===== src/quaternion_arith_unit_macros.svh =====
// ----------------------------------------------------------------------------
// Quaternion arithmetic unit: assertion macros
// Concurrent checks clocked on clk and disabled while rst_n is low.
// ----------------------------------------------------------------------------
`ifndef QUATERNION_ARITH_UNIT_MACROS_SVH
`define QUATERNION_ARITH_UNIT_MACROS_SVH

`ifndef SYNTHESIS
`define QAU_ASSERT(lbl, prop) \
    lbl: assert property (@(posedge clk) disable iff (!rst_n) (prop)) \
        else $error("quaternion unit check failed");
`define QAU_ASSERT_NEVER(lbl, cond) \
    lbl: assert property (@(posedge clk) disable iff (!rst_n) !(cond)) \
        else $error("quaternion unit forbidden condition");
`else
`define QAU_ASSERT(lbl, prop)
`define QAU_ASSERT_NEVER(lbl, cond)
`endif

`endif


===== src/qau_pkg.sv =====
// ----------------------------------------------------------------------------
// qau_pkg
// Widths, types, operation codes and saturation helper of the quaternion unit.
// ----------------------------------------------------------------------------
`default_nettype none

package qau_pkg;

    localparam int COMP_WIDTH = 16;
    localparam int FRAC_BITS  = 14;

    localparam int PROD_W = 2 * COMP_WIDTH;
    localparam int CLIP_W = 2 * COMP_WIDTH + 4;
    localparam int CSQ_W  = 2 * COMP_WIDTH - 1;
    localparam int NW     = 2 * COMP_WIDTH + 1;
    localparam int PW     = 2 * COMP_WIDTH + FRAC_BITS + 3;
    localparam int DW     = 2 * COMP_WIDTH + 2 * FRAC_BITS + 6;
    localparam int QW     = FRAC_BITS + 1;

    localparam int NRM_LAT = FRAC_BITS + 4;
    localparam int MUL_DLY = NRM_LAT - 2;

    typedef logic signed [COMP_WIDTH-1:0] comp_t;
    typedef comp_t quad_t [4];

    typedef enum logic [1:0] {
        OP_MUL  = 2'd0,
        OP_NORM = 2'd1,
        OP_INV  = 2'd2
    } op_t;

    typedef struct packed {
        comp_t val;
        logic  sat;
    } clip_t;

    typedef struct packed {
        logic          neg;
        logic [QW-1:0] mag;
    } nrm_res_t;

    localparam logic signed [CLIP_W-1:0] COMP_MAX =
        {{(CLIP_W-COMP_WIDTH+1){1'b0}}, {(COMP_WIDTH-1){1'b1}}};
    localparam logic signed [CLIP_W-1:0] COMP_MIN = ~COMP_MAX;

    function automatic clip_t sat_comp(input logic signed [CLIP_W-1:0] v);
        clip_t r;
        if (v > COMP_MAX) begin
            r.val = COMP_MAX[COMP_WIDTH-1:0];
            r.sat = 1'b1;
        end
        else if (v < COMP_MIN) begin
            r.val = COMP_MIN[COMP_WIDTH-1:0];
            r.sat = 1'b1;
        end
        else begin
            r.val = v[COMP_WIDTH-1:0];
            r.sat = 1'b0;
        end
        return r;
    endfunction

endpackage

`default_nettype wire


===== src/qau_mul_lane.sv =====
// ----------------------------------------------------------------------------
// qau_mul_lane
// One Hamilton product component: four exact products, signed sum,
// round half up to the component format and saturate. Two register stages.
// ----------------------------------------------------------------------------
`default_nettype none

module qau_mul_lane (
    input  wire logic           clk,
    input  wire logic           en,
    input  wire qau_pkg::comp_t a [4],
    input  wire qau_pkg::comp_t b [4],
    input  wire logic [3:0]     neg,
    output qau_pkg::clip_t      res
);
    import qau_pkg::*;

    logic signed [PROD_W-1:0] prod_reg [4];
    logic [3:0]               neg_reg;
    clip_t                    res_reg;

    logic signed [CLIP_W-1:0] sum;
    logic signed [CLIP_W-1:0] rnd;
    logic signed [CLIP_W-1:0] term;

    always_ff @(posedge clk)
    begin
        if (en)
        begin
            for (int j = 0; j < 4; j++)
            begin
                prod_reg[j] <= a[j] * b[j];
            end
            neg_reg <= neg;
        end
    end

    always_comb
    begin
        sum = '0;
        for (int j = 0; j < 4; j++)
        begin
            term = CLIP_W'(prod_reg[j]);
            sum  = neg_reg[j] ? (sum - term) : (sum + term);
        end
        rnd = (sum + (CLIP_W'(1) <<< (FRAC_BITS - 1))) >>> FRAC_BITS;
    end

    always_ff @(posedge clk)
    begin
        if (en)
        begin
            res_reg <= sat_comp(rnd);
        end
    end

    assign res = res_reg;

endmodule

`default_nettype wire


===== config.mk =====
export PLATFORM = sky130hd
export DESIGN_NAME = qau_mul_lane
export DESIGN_NICKNAME = d
export VERILOG_FILES = /design/src/quaternion_arith_unit_macros.svh /design/src/qau_pkg.sv /design/src/qau_mul_lane.sv
export SDC_FILE = /design/constraint.sdc
export NUM_CORES = 2
export LEC_CHECK = 0
export ABC_AREA = 1
export BUFFER_PORTS_ARGS = -buffer_cell sky130_fd_sc_hd__buf_2
export CAP_MARGIN = 20
export CORE_ASPECT_RATIO = 0.9
export CORE_MARGIN = 8
export CORE_UTILIZATION = 50
export CTS_BUF_LIST = sky130_fd_sc_hd__clkbuf_8
export CTS_CLUSTER_DIAMETER = 40
export DETAILED_ROUTE_END_ITERATION = 8
export PLACE_DENSITY_LB_ADDON = 0.3
export SKIP_LAST_GASP = 1
export SYNTH_ARGS = -nofsm -noshare
export SYNTH_HDL_FRONTEND = slang
export SYNTH_SLANG_ARGS = --single-unit

===== constraint.sdc =====
create_clock -name clk -period 6.5 [get_ports clk]
set_input_delay 1.3 -clock clk [delete_from_list [all_inputs] [get_ports clk]]
set_output_delay 1.3 -clock clk [all_outputs]
set_load 0.1 [all_outputs]

## Yosys cells after proc, flatten, opt, wreduce, memory -nomap -nowiden

Memories as Yosys holds them, arrays and structs flattened.
Cells that the tools add are included.

- Memory bits (writable): 128
- Memories kept: 1
- Output and inout port bits: 17
- Logic and storage cells: 25
- Bits in registers: 21
- Bits in latches: 0
- Bits in read-only memories: 0

- Eq/ne operators: 0
- Reductions and logical operators: 0
- $add $sub $neg: 8
- Divide/modulo/power cells: 0
- Shifts and indexed selects: 0
- $mul: 4
- Multiplexer cells: 7
- $lt $le $gt $ge: 2
- Bitwise gates (word level): 0

Memories:

| memory | depth | width | rd ports | clocked after Yosys merged registers in | wr ports | line | text |
|---|---|---|---|---|---|---|---|
| prod_reg | 4 | 32 | 4 | 0 | 4 | qau_mul_lane.sv:18 | `logic signed [PROD_W-1:0] prod_reg [4];` |

Operators by type and width:

| operator | count |
|---|---|
| $mux 36 | 4 |
| $mul 16x16->32 | 4 |
| $add 36x32->36 | 3 |
| $sub 36x32->36 | 3 |
| $add 36x15->36 const B | 1 |
| $sub 1x32->33 const A | 1 |
| $gt 22x16->1 const B | 1 |
| $lt 22x16->1 const B | 1 |
| $mux 17 | 1 |
| $mux 1 | 2 |

## Depth between registers and ports, before layout

- Depth in word-level cells: 11
- Depth in mapped cells: 56
- Depth with buffers taken out: 55

## Worst setup path before layout

No wires, ideal clock.

- Path kind: input to register
- Start: input port a[42] in the netlist's numbering
- End: memory prod_reg[1][28] in the netlist's numbering, data pin
- Setup slack: -476 ps
- Stages on the path: 27
- Data arrival time: 6714 ps
- Cells stage by stage: clkbuf_1 clkbuf_1 nand2_1 fa_1 inv_1 fa_1 inv_1 fa_1 fa_1 inv_1 fa_1 inv_1 fa_1 inv_1 ha_1 a21oi_1 inv_1 nor2_1 o221ai_1 a21oi_1 nor2_1 nor2_1 o21ai_0 nand2_1 nand2_1 a21oi_1 xor2_1

RTL lines:

| element | line | text |
|---|---|---|
| from (decl) | qau_mul_lane.sv:11 | `input wire qau_pkg::comp_t a [4],` |
| to (decl) | qau_mul_lane.sv:18 |  |

==> summary.txt <==
status - complete, but fails checks
failing checks - setup timing
delay-heaviest family, CP - simple AND/OR/NAND/NOR gates
global-route wire length before repair - 241 mm
commonest non-fill, non-tap cell in the layout - inv_1
grt met2 use - 40.9%
hold_sp - neg[3]
M3 GR Usage - 2.75%
DRT antenna net count - 0
Distinct cells, synth - 52
Crit path arrival time - 7520 ps
CP Class - reg -> reg
io pins - 151
TritonCTS Buffers - 17
setup ws final - -734 ps
number of synthesized flops with an enable pin - 149
most frequent CP cell - nand2_1
Syn Nets - 8,645
area delta synth->final - 23.9%
Final setup viols - 17
CP Max Fanout - 8
Tightest Pin Transition - 796 ps
CP startpoint kind - flop
Chip Width - 364 um
clk slew on worst S/H paths - 100 ps
vias per inst - 4.88
#FFs+latches synth - 149
commonest cells after routing, fill and taps aside - inv_1, nand2_1, buf_4
Synth Cell Area - 54,600 um^2
Net count, final - 9,749
YS warnings - 0
Worst Hold Class - in -> reg
Bufs on Longest Clock Path - 2
TritonCTS clock tree - done
CTS H-Tree Depth - 4
Worst Hold Depth - 1
Final Hold Vio Count - 0
Bufs and invs on worst path - 9
post-route clock period utilization - 111%
Rel. slew slack - 46.9%
vias in the first global route - 49,400
PortBufs - 150
FMAX - 138 MHz
required time worst endpoint - 6790 ps
Setup WS pre-CTS - -1090 ps
post-layout util - 62.2%
Largest stage delay, worst path - 410 ps
Top FF cell, synth - edfxtp_1
DP Wirelength - 126 mm
Overflow after GRT - 0
Slew Limit Fails - 0
GP Congestion - 0.941
met1 usage - 34.3%
antenna violations before repair - 1
chip height - 330 um
Clock Skew - 13.8 ps
pin count of the biggest net entering global routing - 57
R2R depth - 45
R2R Setup Slk - -730 ps
hold_buf cts - 0
drt pass-1 iters - 8
core region area - 109,000 um^2
origin of the critical flop-to-flop path - prod_reg[0][1]$_DFFE_PP_
Hold Path Sink - neg_reg[3]$_DFFE_PP_
detailed router's first-iteration violation count - 2,771
slowest CP cell - edfxtp_1
Min Clock Period, post-route - 7230 ps
global route hottest layer - met2
area occupied by multi-input gates - 43,800 um^2
register area - 4470 um^2
asr flop ratio synth - 0%
row cnt - 115
worst reg2reg endpoint - res[9]$_SDFFCE_PN1P_
Worst setup EP type - flop
register area share after synthesis - 8.19%
layout cells sized above 1 - 22.2%
max FFs per register - 128
die area - 120,000 um^2
RSZ-0062 raised after global routing - yes
Initial Util - 50.2%
clock sink total - 149
Max-cap violations - 0
Root Driver - clkbuf_8
routed wire length - 143 mm
Post-Syn Area per Cell - 7.78 um^2
routed vias - 46,900
GRT Resource Usage Total - 24.2%
worst skew pair latency - 540 ps
residual DRC count - 0
fillcell total - 9,625
Avg WL per Cell - 14.8 um
Gate Count Post-Synth - 7,024
## metrics by stage
stage / TNS [ps] / instances / instance area [um^2] / hold WS, ps
after floorplan: -112 / 7024 / 55500 / 1090
after global placement: -26900 / 9492 / 65100 / 1310
after detailed placement: -32050 / 9492 / 65100 / 1340
after CTS: -10650 / 9565 / 66400 / 892
after global routing: -20140 / 9604 / 67700 / 903
final: -12140 / 9605 / 67700 / 945
## synth_stat cells (all sizes together) (3+ instances only)
cell type	count	area share (%)
o21ai	149	1.4
o2111ai	3	0.048
nor2	321	2.4
a21boi	5	0.069
nand2	1735	12
nand3	117	1.1
or2	68	0.78
o21a	6	0.082
clkbuf	208	1.4
clkinv	3	0.021
a221oi	4	0.064
o21bai	11	0.17
xnor2	131	2.1
edfxtp	149	8.2
a21o	14	0.19
fa	1050	38
a31oi	23	0.26
o211ai	11	0.15
inv	1972	14
nand3b	4	0.055
nor4	20	0.23
nor3	43	0.41
o221ai	4	0.064
xor2	218	3.5
ha	437	10
a21oi	237	2.2
o31ai	15	0.21
o211a	3	0.055
a211oi	7	0.096
nand4	42	0.48
## timing repair
item                                   in CTS  in global routing
buffers inserted                           40                 37
gates cloned                                1                  3
endpoints found under the hold margin       0                  0
pin swaps                                  63                144
setup endpoints to repair                  17                 40
gates resized for setup                   154                269
## how the worst max path moves through the flow
stage | cells past startpoint | to | start
2_1_floorplan | 27 | prod_reg[0][30]$_DFFE_PP_ | b[57]
3_3_place_gp | 45 | res[3]$_SDFFCE_PN1P_ | prod_reg[0][1]$_DFFE_PP_
3_5_place_dp | 45 | res[5]$_SDFFCE_PN1P_ | prod_reg[0][1]$_DFFE_PP_
4_1_cts | 47 | res[14]$_SDFFCE_PN1P_ | prod_reg[1][1]$_DFFE_PP_
5_1_grt | 49 | res[9]$_SDFFCE_PN1P_ | prod_reg[1][0]$_DFFE_PP_
6_report | 45 | res[9]$_SDFFCE_PN1P_ | prod_reg[0][1]$_DFFE_PP_
## metal layers
| layer | vias up | part of all wire (%) |
|---|---|---|
| li1 | 22700 | - |
| met1 | 22900 | 46 |
| met2 | 1096 | 47 |
| met3 | 151 | 5.0 |
| met4 | 0 | 1.5 |
| met5 | - | 0 |
## layout make-up
type,count,share of cell area (%)
timing repair buffer,1293,14.5
sequential,149,6.61
clock inverter,15,0.240
multi-input combinational,4691,64.7
clock buffer,17,0.346
timing repair inverter,1,0.00739
tap,1462,2.70
inverter,1975,11.0
antenna,2,0.00739
## cells by family after synthesis
| kind of cell | count (synthesis) | share of synthesized area (%) |
|---|---|---|
| simple gates | 2353 | 17.5 |
| buf+inv | 2185 | 15.1 |
| fa+ha+maj | 1487 | 48.5 |
| compound gates | 501 | 5.14 |
| xor+xnor | 349 | 5.59 |
| flops | 149 | 8.19 |
Power is left out: the tool's default activity adds up to more than one toggle a clock period on the data nets, which glitch-free logic cannot reach.
